## src/bitmap_slot_allocator_top_macros.svh

```systemverilog
`ifndef BITMAP_SLOT_ALLOCATOR_TOP_MACROS_SVH
`define BITMAP_SLOT_ALLOCATOR_TOP_MACROS_SVH

// same-cycle implication, checked on clk_i while out of reset
`define BSA_ASSERT_NOW(lbl, ante, cons, msg) \
  lbl: assert property (@(posedge clk_i) disable iff (!rst_ni) (ante) |-> (cons)) \
    else $error(msg);

// next-cycle implication
`define BSA_ASSERT_NEXT(lbl, ante, cons, msg) \
  lbl: assert property (@(posedge clk_i) disable iff (!rst_ni) (ante) |=> (cons)) \
    else $error(msg);

`endif

```

## src/bsa_pkg.sv

```systemverilog
`default_nettype none

package bsa_pkg;

  localparam int MAP_BITS    = 1024;
  localparam int WORD_BITS   = 32;
  localparam int MAP_WORDS   = MAP_BITS / WORD_BITS;
  localparam int WORD_IDX_W  = $clog2(MAP_WORDS);
  localparam int BIT_IDX_W   = $clog2(WORD_BITS);
  localparam int SLOT_W      = 10;
  localparam int COUNT_W     = 11;
  localparam int ADDR_W      = WORD_IDX_W + 1;
  localparam int MEM_ROWS    = 2 * MAP_WORDS;
  localparam int OP_W        = 3;
  localparam int STATUS_W    = 2;
  localparam int CFG_IDX_W   = 2;
  localparam int IN_DATA_W   = 16;
  localparam int OUT_DATA_W  = 16;

  typedef enum logic [OP_W-1:0] {
    OP_QUERY     = 3'd0,
    OP_MARK_USED = 3'd1,
    OP_MARK_FREE = 3'd2,
    OP_FIND      = 3'd3,
    OP_ALLOC     = 3'd4
  } op_e;

  typedef enum logic [STATUS_W-1:0] {
    ST_OK    = 2'd0,
    ST_FULL  = 2'd1,
    ST_RANGE = 2'd2
  } status_e;

  localparam logic [CFG_IDX_W-1:0] REG_INODE_SLOTS = 2'd0;
  localparam logic [CFG_IDX_W-1:0] REG_DATA_SLOTS  = 2'd1;

  typedef struct packed {
    logic                 rd_en;
    logic [ADDR_W-1:0]    rd_addr;
    logic                 wr_en;
    logic [ADDR_W-1:0]    wr_addr;
    logic [WORD_BITS-1:0] wr_data;
  } mem_req_t;

endpackage

`default_nettype wire

```

## src/bsa_bitmap_store.sv

```systemverilog
`default_nettype none

module bsa_bitmap_store (
  input  wire logic                          clk_i,
  input  wire logic                          rst_ni,
  input  wire bsa_pkg::mem_req_t             req_i,
  output logic [bsa_pkg::WORD_BITS-1:0]      rd_data_o
);
  import bsa_pkg::*;

  logic [WORD_BITS-1:0] mem_q [MEM_ROWS];
  logic [MEM_ROWS-1:0]  row_vld_q;
  logic [WORD_BITS-1:0] rd_word_q;
  logic                 rd_vld_q;

  always_ff @(posedge clk_i) begin
    if (req_i.wr_en) begin
      mem_q[req_i.wr_addr] <= req_i.wr_data;
    end
    if (req_i.rd_en) begin
      rd_word_q <= mem_q[req_i.rd_addr];
    end
  end

  // rows never written read as free
  always_ff @(posedge clk_i or negedge rst_ni) begin
    if (!rst_ni) begin
      row_vld_q <= '0;
      rd_vld_q  <= 1'b0;
    end else begin
      if (req_i.wr_en) begin
        row_vld_q[req_i.wr_addr] <= 1'b1;
      end
      if (req_i.rd_en) begin
        rd_vld_q <= row_vld_q[req_i.rd_addr];
      end
    end
  end

  assign rd_data_o = rd_vld_q ? rd_word_q : '0;

endmodule

`default_nettype wire

```

## src/bsa_free_finder.sv

```systemverilog
`default_nettype none

module bsa_free_finder (
  input  wire logic [bsa_pkg::WORD_BITS-1:0] word_i,
  input  wire logic                          last_i,
  input  wire logic [bsa_pkg::BIT_IDX_W-1:0] tail_i,
  output logic                               found_o,
  output logic [bsa_pkg::BIT_IDX_W-1:0]      pos_o
);
  import bsa_pkg::*;

  logic [WORD_BITS-1:0] mask;
  logic [WORD_BITS-1:0] free;

  // slots past the count in the last word count as used
  always_comb begin
    if (last_i && (tail_i != '0)) begin
      mask = (WORD_BITS'(1) << tail_i) - WORD_BITS'(1);
    end else begin
      mask = '1;
    end
    free    = ~word_i & mask;
    found_o = |free;
    pos_o   = '0;
    for (int b = WORD_BITS - 1; b >= 0; b--) begin
      if (free[b]) begin
        pos_o = BIT_IDX_W'(b);
      end
    end
  end

endmodule

`default_nettype wire

```

## src/bitmap_slot_allocator_top.sv

```systemverilog
`default_nettype none
`include "bitmap_slot_allocator_top_macros.svh"

// Two used/free bitmaps (inode slots, data clusters) of 1024 bits each, held
// as 32-bit words in one synchronous RAM; both maps read as all free after
// reset. A request carries opcode and slot index in tdata and the map select in
// tuser, and returns one result of slot index, bit value and status. Query and
// mark go from accept to result through RAM read, modify and write back, and
// output load; a request outside the configured count, or a find or allocate
// on a map whose count is zero, skips the RAM read. Otherwise find and
// allocate read one map word per cycle from word zero, as the single RAM read
// port allows, until a free slot or the last word within the count. One
// request is in flight at a time; a result waiting in the output register does
// not hold off the next request.
module bitmap_slot_allocator_top (
  input  wire logic                            clk_i,
  input  wire logic                            rst_ni,
  input  wire logic                            s_axis_tvalid_i,
  output logic                                 s_axis_tready_o,
  // opcode [2:0], slot_index [12:3], zero [15:13]
  input  wire logic [bsa_pkg::IN_DATA_W-1:0]   s_axis_tdata_i,
  // map_select
  input  wire logic                            s_axis_tuser_i,
  output logic                                 m_axis_tvalid_o,
  input  wire logic                            m_axis_tready_i,
  // result_index [9:0], slot_used [10], status [12:11], zero [15:13]
  output logic [bsa_pkg::OUT_DATA_W-1:0]       m_axis_tdata_o,
  input  wire logic                            cfg_valid_i,
  output logic                                 cfg_ready_o,
  input  wire logic [bsa_pkg::CFG_IDX_W-1:0]   cfg_index_i,
  input  wire logic [bsa_pkg::COUNT_W-1:0]     cfg_data_i
);
  import bsa_pkg::*;

  typedef enum logic [2:0] {
    S_IDLE = 3'b001,
    S_SCAN = 3'b010,
    S_PUSH = 3'b100
  } state_e;

  state_e state_q, state_d;
  op_e    op_q, op_d;
  logic   sel_q, sel_d;
  logic [SLOT_W-1:0]     idx_q, idx_d;
  logic [WORD_IDX_W-1:0] word_q, word_d;
  logic [WORD_IDX_W-1:0] last_word_q, last_word_d;
  logic [BIT_IDX_W-1:0]  tail_q, tail_d;
  logic [SLOT_W-1:0]     res_idx_q, res_idx_d;
  logic                  res_used_q, res_used_d;
  status_e               res_status_q, res_status_d;
  logic [SLOT_W-1:0]     out_idx_q;
  logic                  out_used_q;
  status_e               out_status_q;
  logic                  out_valid_q, out_valid_d;
  logic                  out_load;
  logic [COUNT_W-1:0]    inode_cnt_q, data_cnt_q;

  logic                  in_acc;
  op_e                   op_in;
  logic [SLOT_W-1:0]     idx_in;
  logic [COUNT_W-1:0]    cnt_in;
  logic [COUNT_W-1:0]    cnt_m1;
  logic                  search_in;
  mem_req_t              mem_req;
  logic [WORD_BITS-1:0]  rd_data;
  logic                  fnd;
  logic [BIT_IDX_W-1:0]  fnd_pos;
  logic                  last_word;
  logic [BIT_IDX_W-1:0]  bit_sel;
  logic [WORD_BITS-1:0]  new_word;
  logic [COUNT_W-1:0]    cfg_eff;

  bsa_bitmap_store u_store (
    .clk_i     (clk_i),
    .rst_ni    (rst_ni),
    .req_i     (mem_req),
    .rd_data_o (rd_data)
  );

  bsa_free_finder u_finder (
    .word_i  (rd_data),
    .last_i  (last_word),
    .tail_i  (tail_q),
    .found_o (fnd),
    .pos_o   (fnd_pos)
  );

  assign cfg_ready_o = 1'b1;
  assign cfg_eff = (cfg_data_i > COUNT_W'(MAP_BITS)) ? COUNT_W'(MAP_BITS) : cfg_data_i;

  always_ff @(posedge clk_i or negedge rst_ni) begin
    if (!rst_ni) begin
      inode_cnt_q <= COUNT_W'(MAP_BITS);
      data_cnt_q  <= COUNT_W'(MAP_BITS);
    end else if (cfg_valid_i && cfg_ready_o) begin
      if (cfg_index_i == REG_INODE_SLOTS) begin
        inode_cnt_q <= cfg_eff;
      end else if (cfg_index_i == REG_DATA_SLOTS) begin
        data_cnt_q <= cfg_eff;
      end
    end
  end

  assign s_axis_tready_o = (state_q == S_IDLE);
  assign in_acc    = s_axis_tvalid_i && s_axis_tready_o;
  assign op_in     = op_e'(s_axis_tdata_i[OP_W-1:0]);
  assign idx_in    = s_axis_tdata_i[OP_W +: SLOT_W];
  assign cnt_in    = s_axis_tuser_i ? data_cnt_q : inode_cnt_q;
  assign cnt_m1    = cnt_in - COUNT_W'(1);
  assign search_in = (op_in == OP_FIND) || (op_in == OP_ALLOC);
  assign last_word = (word_q == last_word_q);
  assign bit_sel   = idx_q[BIT_IDX_W-1:0];

  always_comb begin
    case (op_q)
      OP_MARK_USED: new_word = rd_data | (WORD_BITS'(1) << bit_sel);
      OP_MARK_FREE: new_word = rd_data & ~(WORD_BITS'(1) << bit_sel);
      default:      new_word = rd_data;
    endcase
  end

  always_comb begin
    state_d      = state_q;
    op_d         = op_q;
    sel_d        = sel_q;
    idx_d        = idx_q;
    word_d       = word_q;
    last_word_d  = last_word_q;
    tail_d       = tail_q;
    res_idx_d    = res_idx_q;
    res_used_d   = res_used_q;
    res_status_d = res_status_q;
    out_load     = 1'b0;
    mem_req      = '0;

    case (state_q)
      S_IDLE: begin
        if (in_acc) begin
          op_d        = op_in;
          sel_d       = s_axis_tuser_i;
          idx_d       = idx_in;
          last_word_d = cnt_m1[BIT_IDX_W +: WORD_IDX_W];
          tail_d      = cnt_in[BIT_IDX_W-1:0];
          res_used_d  = 1'b0;
          if (search_in) begin
            word_d = '0;
            if (cnt_in == '0) begin
              res_idx_d    = '0;
              res_status_d = ST_FULL;
              state_d      = S_PUSH;
            end else begin
              mem_req.rd_en   = 1'b1;
              mem_req.rd_addr = {s_axis_tuser_i, {WORD_IDX_W{1'b0}}};
              state_d         = S_SCAN;
            end
          end else begin
            word_d = idx_in[SLOT_W-1:BIT_IDX_W];
            if ({1'b0, idx_in} >= cnt_in) begin
              res_idx_d    = idx_in;
              res_status_d = ST_RANGE;
              state_d      = S_PUSH;
            end else begin
              mem_req.rd_en   = 1'b1;
              mem_req.rd_addr = {s_axis_tuser_i, idx_in[SLOT_W-1:BIT_IDX_W]};
              state_d         = S_SCAN;
            end
          end
        end
      end
      S_SCAN: begin
        if ((op_q == OP_FIND) || (op_q == OP_ALLOC)) begin
          if (fnd) begin
            res_idx_d    = {word_q, fnd_pos};
            res_used_d   = (op_q == OP_ALLOC);
            res_status_d = ST_OK;
            state_d      = S_PUSH;
            if (op_q == OP_ALLOC) begin
              mem_req.wr_en   = 1'b1;
              mem_req.wr_addr = {sel_q, word_q};
              mem_req.wr_data = rd_data | (WORD_BITS'(1) << fnd_pos);
            end
          end else if (last_word) begin
            res_idx_d    = '0;
            res_used_d   = 1'b0;
            res_status_d = ST_FULL;
            state_d      = S_PUSH;
          end else begin
            word_d          = word_q + WORD_IDX_W'(1);
            mem_req.rd_en   = 1'b1;
            mem_req.rd_addr = {sel_q, word_d};
          end
        end else begin
          res_idx_d    = idx_q;
          res_used_d   = new_word[bit_sel];
          res_status_d = ST_OK;
          state_d      = S_PUSH;
          if ((op_q == OP_MARK_USED) || (op_q == OP_MARK_FREE)) begin
            mem_req.wr_en   = 1'b1;
            mem_req.wr_addr = {sel_q, word_q};
            mem_req.wr_data = new_word;
          end
        end
      end
      S_PUSH: begin
        if (!out_valid_q || m_axis_tready_i) begin
          out_load = 1'b1;
          state_d  = S_IDLE;
        end
      end
      default: begin
        state_d = S_IDLE;
      end
    endcase
  end

  assign out_valid_d = out_load || (out_valid_q && !m_axis_tready_i);

  always_ff @(posedge clk_i or negedge rst_ni) begin
    if (!rst_ni) begin
      state_q     <= S_IDLE;
      out_valid_q <= 1'b0;
    end else begin
      state_q     <= state_d;
      out_valid_q <= out_valid_d;
    end
  end

  always_ff @(posedge clk_i) begin
    op_q         <= op_d;
    sel_q        <= sel_d;
    idx_q        <= idx_d;
    word_q       <= word_d;
    last_word_q  <= last_word_d;
    tail_q       <= tail_d;
    res_idx_q    <= res_idx_d;
    res_used_q   <= res_used_d;
    res_status_q <= res_status_d;
    if (out_load) begin
      out_idx_q    <= res_idx_q;
      out_used_q   <= res_used_q;
      out_status_q <= res_status_q;
    end
  end

  assign m_axis_tvalid_o = out_valid_q;
  assign m_axis_tdata_o  = OUT_DATA_W'({out_status_q, out_used_q, out_idx_q});

  `BSA_ASSERT_NOW(a_wr_only_in_scan, mem_req.wr_en, state_q == S_SCAN, "ram write outside scan")
  `BSA_ASSERT_NEXT(a_accept_leaves_idle, in_acc, state_q != S_IDLE, "request accepted but idle")
  `BSA_ASSERT_NOW(a_out_load_from_push, out_load, state_q == S_PUSH, "result loaded outside push")
  `BSA_ASSERT_NOW(a_full_zero_index, out_valid_q && (out_status_q == ST_FULL),
                  (out_idx_q == '0) && !out_used_q, "full result with nonzero fields")

endmodule

`default_nettype wire

```

## config.mk

```make
export PLATFORM = sky130hd
export DESIGN_NAME = bitmap_slot_allocator_top
export DESIGN_NICKNAME = d
export VERILOG_FILES = /design/src/bsa_pkg.sv /design/src/bsa_bitmap_store.sv /design/src/bsa_free_finder.sv /design/src/bitmap_slot_allocator_top.sv
export VERILOG_INCLUDE_DIRS = /design/src /design/src/src
export SDC_FILE = /design/constraint.sdc
export NUM_CORES = 2
export LEC_CHECK = 0
export BUFFER_PORTS_ARGS = -buffer_cell sky130_fd_sc_hd__buf_4
export CAP_MARGIN = 20
export CORE_MARGIN = 2
export CORE_UTILIZATION = 50
export DETAILED_ROUTE_END_ITERATION = 8
export HOLD_SLACK_MARGIN = 0.06
export PLACE_DENSITY = 0.65
export SLEW_MARGIN = 20
export SYNTH_ARGS = -nofsm -noshare
export SYNTH_HDL_FRONTEND = slang
export SYNTH_SLANG_ARGS = --single-unit
export TNS_END_PERCENT = 5
```

## constraint.sdc

```tcl
create_clock -name clk_i -period 21.5 [get_ports clk_i]
set_input_delay 0 -clock clk_i [delete_from_list [all_inputs] [get_ports clk_i]]
set_output_delay 0 -clock clk_i [all_outputs]
set_load 0.005 [all_outputs]
```

# After elaboration in Yosys (flattened, before gate mapping)
# Memories as Yosys holds them, arrays and structs flattened. A register that Yosys moved wholly into a read port is not among the register bits.
# Cells that the tools add are included.
# Widths: inputs -> output; s select.
# word_totals
regBits	146
ramBits	2048
inputBits	35
output_inout_bits	19
wordCells	177
memories	1
# op_classes
addsub	3
order_cmp	6
n_eq_ne	19
shifts	3
muxes	96
bitwise	8
reduce_logical	23
# memory_table
name	depth	width	rd	rd_ports_with_merged_regs	write_ports	line	source
u_store.mem_q	64	32	1	1	1	bsa_bitmap_store.sv:11	logic [WORD_BITS-1:0] mem_q [MEM_ROWS];
# op_table
operator	n
$mux 39	5
$mux 5	37
$shl 1x5->32 const A	3
$mux 10	7
$and 32x32->32	2
$mux 32	2
$not 32->32	2
$or 32x32->32	2
$or 64x64->64	1
$pmux 32 s2	1
$mux 7	7
$reduce_or 32->1	1
$sub 32x2->32 const B	1
$mux 3	8
$mux 11	2
$pmux 10 s2	1
$lt 6x7->1 const B	2
$mux 2	7
$pmux 7 s2	1
$eq 3x2->1 const B	4
$ge 10x11->1	1
$gt 11x11->1 const B	1
$logic_not 11->1	1
$mux 1	11
30 further kinds	48

# Logic depth before layout (Yosys ltp)
# logic_depth
depth_word	47
mapped_depth	23
mapped_depth_nobuf	15

# By module
# From an unflattened synthesis, not the netlist that was laid out.
# hier_totals
cells_unflattened	4149
hier_area_um2	88477.4
# by_module_without_submodules
module	instances	cells_each	area_per_inst_um2	seq_area_each_um2
bsa_bitmap_store	1	3321	81569.5	64086.5
bitmap_slot_allocator_top	1	616	5531.6	2306.0
bsa_free_finder	1	212	1376.3	0.0

# Least setup slack after synthesis
# OpenSTA, ideal clock, no wires.
# synth_path
kind	flip-flop to flip-flop
start	reg tail_q[0]
end	mem u_store.mem_q[0][2], data pin
setup_ns	0.702
t_arrival_ns	6.339
required_ns	20.798
setup_slack_ns	14.460
stages_incl_launch_ff	17
n_path_buf	2
period_less_slack_ns	7.040
cell_sequence	edfxtp_1 > buf_2 > clkbuf_1 > nand3_1 > ha_1 > or4b_1 > a31o_2 > a31oi_1 > nor2_1 > a221oi_1 > o311ai_1 > a211o_1 > a21bo_2 > a211oi_1 > o41ai_2 > or2_1 > o21ai_0
# synth_lines
item	line	source
from (decl)	bitmap_slot_allocator_top.sv:47	logic [BIT_IDX_W-1:0] tail_q, tail_d;
from (signal assigned)	bitmap_slot_allocator_top.sv:234	tail_q <= tail_d;
to (decl)	bsa_bitmap_store.sv:11	

# Worst setup path after layout
# layout_path
start	reg tail_q[4]
end	reg u_store.rd_word_q[28], read port of u_store.mem_q, data pin
# layout_via
elab_chain_len	8
word_cells_on_any_way	10
cone_classes	1 x add/sub; 1 x shift; 4 x mux; 1 x bitwise; 3 x reduce/logical
# layout_lines
item	line	source
$shl 1x5->32 or $reduce_bool 5->1 (tied branches)	bsa_free_finder.sv:18, bsa_free_finder.sv:17	
$sub 32x2->32 or $logic_and 1x1->1 (tied branches)	bsa_free_finder.sv:18, bsa_free_finder.sv:17	
$mux 32 (*)	bsa_free_finder.sv:17	if (last_i && (tail_i != '0)) begin
$and 32x32->32 (*)	bsa_free_finder.sv:22	free = ~word_i & mask;
$reduce_or 32->1 (*)	bsa_free_finder.sv:23	found_o = |free;
$mux 7 (*)	bitmap_slot_allocator_top.sv:172	if (fnd) begin
$mux 7 (*)	bitmap_slot_allocator_top.sv:171	if ((op_q == OP_FIND) || (op_q == OP_ALLOC)) begin
$pmux 7 s2 (*)	bitmap_slot_allocator_top.sv:136	case (state_q)
to (decl)	bsa_bitmap_store.sv:13	logic [WORD_BITS-1:0] rd_word_q;
# Every way passes the cells marked *; elsewhere a longest branch is shown, timed or not.
# A chain may end at the register's enable or synchronous reset.

==> summary.md <==
| Metric | Value |
|---|---|
| Result of the run | finished, final reports clean |
| Horizontal die dimension | approximately 430 µm |
| Maximum number of pins on one net before global-route repair | ~170 |
| Maximum fanout along the worst path | around 160 |
| Post-synth ARST share | under 10% |
| Leading area contributor after synthesis | edfxtp_1 |
| Number of buffers inserted during clock tree synthesis | roughly 220 |
| DRC | 0 |
| Most area-consuming cells after synthesis | edfxtp_1 (71%), nand2_1 (7.7%), nand3_1 (3.6%) |
| H-Tree Depth | 4 |
| Vias in the first global route | approximately 56000 |
| Summed area of non-filler cells in the final layout | around 0.10 mm² |
| First-iteration detailed-routing DRC count | 8380 |
| Number of rows in the core area | approximately 160 |
| Count of max-cap constraint violations | 0 |
| Cell chain of the critical path | nor2_1 -> nand3_1 -> ha_1 -> nand2b_1 -> a311oi_2 -> a31oi_1 -> a221oi_1 -> and4_1 -> nand4_1 -> buf_4 -> nand2_4 -> buf_12 -> buf_4 -> buf_4 -> buf_4 -> nand2_1 -> a31oi_1 -> nand4_1 -> nand4_1 -> a41o_1 |
| Placed Instances | between 9000 and 10000 |
| Final core occ | a little under three fifths |
| Startpoint type of the worst setup path | flip-flop |
| Synthesized instance count | 6946 |
| Number of port buffers | 46 |
| Later-pin clock latency in the skew report | a little under 0.9 ns |
| Die Height | about 430 µm |
| Number of detailed-route iterations in the first pass | 8 |
| Share of the synthesized area in the top cell type | between 70% and 80% |
| CP endpoint kind | flip-flop |
| Unique masters post-synth | 91 |
| Static Leakage | around 33 nW |
| Placeable Area | about 0.18 mm² |
| Stage delay of the slowest cell on the critical path | 0.85 ns |
| Required arrival time at the worst endpoint | around 22 ns |
| Worst hold slack across all endpoints | roughly 0.12 ns |
| HP Class | in -> reg |
| TritonCTS clock tree | built |
| Worst rel slew slack | a little under a fifth |
| FF/Latch Area | between 0.06 and 0.07 mm² |
| Synthesis Warnings | 0 |
| Number of sinks on the clock net | around 2200 |
| CTS clk-pin slew, worst paths | 0.06 ns |
| Area growth from synthesis to layout | 12.8% |
| Data arrival, critical path | approximately 11 ns |
| Buffer cell driving the clock tree root | clkbuf_16 |
| Detailed-route via count | around 61000 |
| Initial cell density of the core | slightly above 50% |
| Number of antenna violations at the first check in global routing | 9 |
| Hold Crit Depth | 2 |
| R2R cell count | 20 |
| Power per Cell Area | roughly 97 mW/mm² |
| Total standard cell area after synthesis | roughly 0.091 mm² |
| Fraction of final layout cells with drive strength greater than 1 | a little over a tenth |
| Share of synthesized area occupied by flip-flops and latches | 73.1% |
| Number of enable-type register cells in the synthesized netlist | 2135 |
| Worst Setup Path Type | reg -> reg |
| Footprint of the multi-input gates | 0.0233 mm² |
| Share of the clock period used by the worst path | between 40% and 50% |
| Count of placed standard cells in the final layout, fillers left out | ~9600 |
| First-pass GRT wire length | around 400000 µm |
| Synthesized area divided by synthesized cell count | about 13 µm² |
| Slowest stage cell, crit path | buf_4 |
| Cell area after placement | approximately 0.095 mm² |
| Peak clock frequency supported by timing | around 99 MHz |
| Tightest Pin Transition | roughly 1.2 ns |
| IO Count | 54 |
| Most common cell on crit path | buf_4 |
| Cells resized by post-CTS repair | 0 |
| Total routing resource utilization after global routing | between 20 and 30% |
| Final WL | 275000 µm |
| Gp weighted congestion | 0.945 |
| Leading register cell type out of synthesis | edfxtp_1 |
| WL/cell | 28.8 µm |
| Commonest cells post-synth | edfxtp_1 (2135), nand2_1 (1859), nand3_1 (645), clkbuf_1 (234), a31oi_1 (208) |
| Most frequent cell after synthesis | edfxtp_1 |
| Half-perimeter wire length after placement | approximately 150000 µm |
| Number of buffers on the longest clock path | 3 |
| Global route overflow | 0 |
| Worst-case vdd ir drop | ~0.00011 V |
| Antenna Violating Nets Remaining | 0 |
| Fill cell instance count of the final layout | about 14000 |
| Fin. max-slew vios | 0 |
| # setup viols final | 0 |
| Post-Route Setup TNS | 0 ns |
| Vias/cell | about 6.3 |
| Final-report hold violation count | 0 |
| Flip-flop and latch count after synthesis | 2226 |
| Worst setup skew after layout | between 0.05 and 0.06 ns |
| Full die area | roughly 0.19 mm² |
| Total Nets Final | ~7000 |
| Min Tclk post-route | approximately 10 ns |
| Unrepaired setup endpoints after global routing | no |
-- per-stage QoR --
| stage | worst slack [ns] | power (W) |
|---|---|---|
| floorplan | 14.46 | 0.00577 |
| detailed placement | 11.70 | 0.00623 |
| CTS | 11.65 | 0.00991 |
| finish | 11.37 | 0.00991 |
| global route | 11.04 | 0.0102 |
| global placement | 11.68 | 0.00621 |
-- logic make-up after synthesis --
family | Yosys count | synth area share [%]
adder cells (fa/ha/maj) | 12 | 0.165
AND/OR/NAND/NOR | 3171 | 15.5
flip-flops | 2226 | 73.1
other | 2 | 0.00826
buffers and inverters | 511 | 2.46
multiplexers | 109 | 1.36
AO/OA/AOI/OAI | 901 | 7.26
XOR/XNOR | 14 | 0.151
-- repair_timing --
action,4_1_cts,5_1_grt
buffers inserted,0,0
hold buffers,75,0
endpoints found under the hold margin,174,0
-- worst max-delay path: cells and delay by family (launching register included) --
kind / cells / cell delay [ns]
buf+inv: 5 / 3.34
simple gates: 9 / 3.18
compound gates: 5 / 1.62
flops: 1 / 0.76
fa+ha+maj: 1 / 0.58
-- power by group --
part / internal, W / switching (W)
Combinational: 0.000392 / 0.000940
Sequential: 0.00478 / 0.0000776
Clock: 0.00209 / 0.00163
Total: 0.00726 / 0.00265
-- metal layers --
layer | up-vias | part of all wire [%] | track usage, %
met5 | - | 0.0047 | 0
met4 | 2 | 4.4 | 12.7
met3 | 513 | 11 | 5.62
met2 | 3519 | 46 | 44.7
met1 | 30366 | 39 | 40.8
li1 | 26130 | - | -
-- layout by cell type (no fill, tap or decap), types with 26 or more instances in the layout --
cell type,netlist,final
inv_1,26,26
clkbuf_1,234,49
dfrtp_1,88,87
nor3_1,32,30
edfxtp_1,2135,2135
nor2_4,1,69
mux2i_1,89,89
and3_1,169,169
nand3_1,645,643
a211oi_1,174,174
clkinv_1,0,59
a21oi_1,34,34
dlygate4sd3_1,0,74
buf_4,23,228
or2_2,68,68
a31oi_1,208,206
nand4_1,164,164
clkbuf_16,0,218
clkinv_2,0,30
nand2_1,1859,1856
nor2_1,125,57
o21ai_0,108,98
a311oi_1,93,93
a32oi_1,55,55
a21boi_0,33,33
-- registers in the layout (all words and copies together) (netlist names), 10 cells and up --
signal / cells
data_cnt_q: 11
idx_q: 10
inode_cnt_q: 11
out_idx_q: 10
res_idx_q: 10
u_store.mem_q: 2048
u_store.rd_word_q: 32
u_store.row_vld_q: 64
-- worst paths after layout --
kind	to	start	slack (ns)
max	u_store.rd_word_q[28]	tail_q[4]	11.37
min	sel_q	s_axis_tuser_i	0.12
max reg2reg	u_store.rd_word_q[28]	tail_q[4]	11.37
min reg2reg	out_status_q[1]	res_status_q[1]	0.40
max in group asynchronous	u_store.rd_vld_q	rst_ni	20.28
min in group asynchronous	data_cnt_q[4]	rst_ni	0.35
-- layout make-up --
type	instances	share of cell area (%)
tap	2370	2.89
multi-input combinational	4211	22.8
timing repair buffer	315	2.64
sequential	2226	64.8
clock inverter	126	1.19
inverter	26	0.0952
antenna	7	0.0171
clock buffer	274	5.60
(Power assumes the default switching activity.)
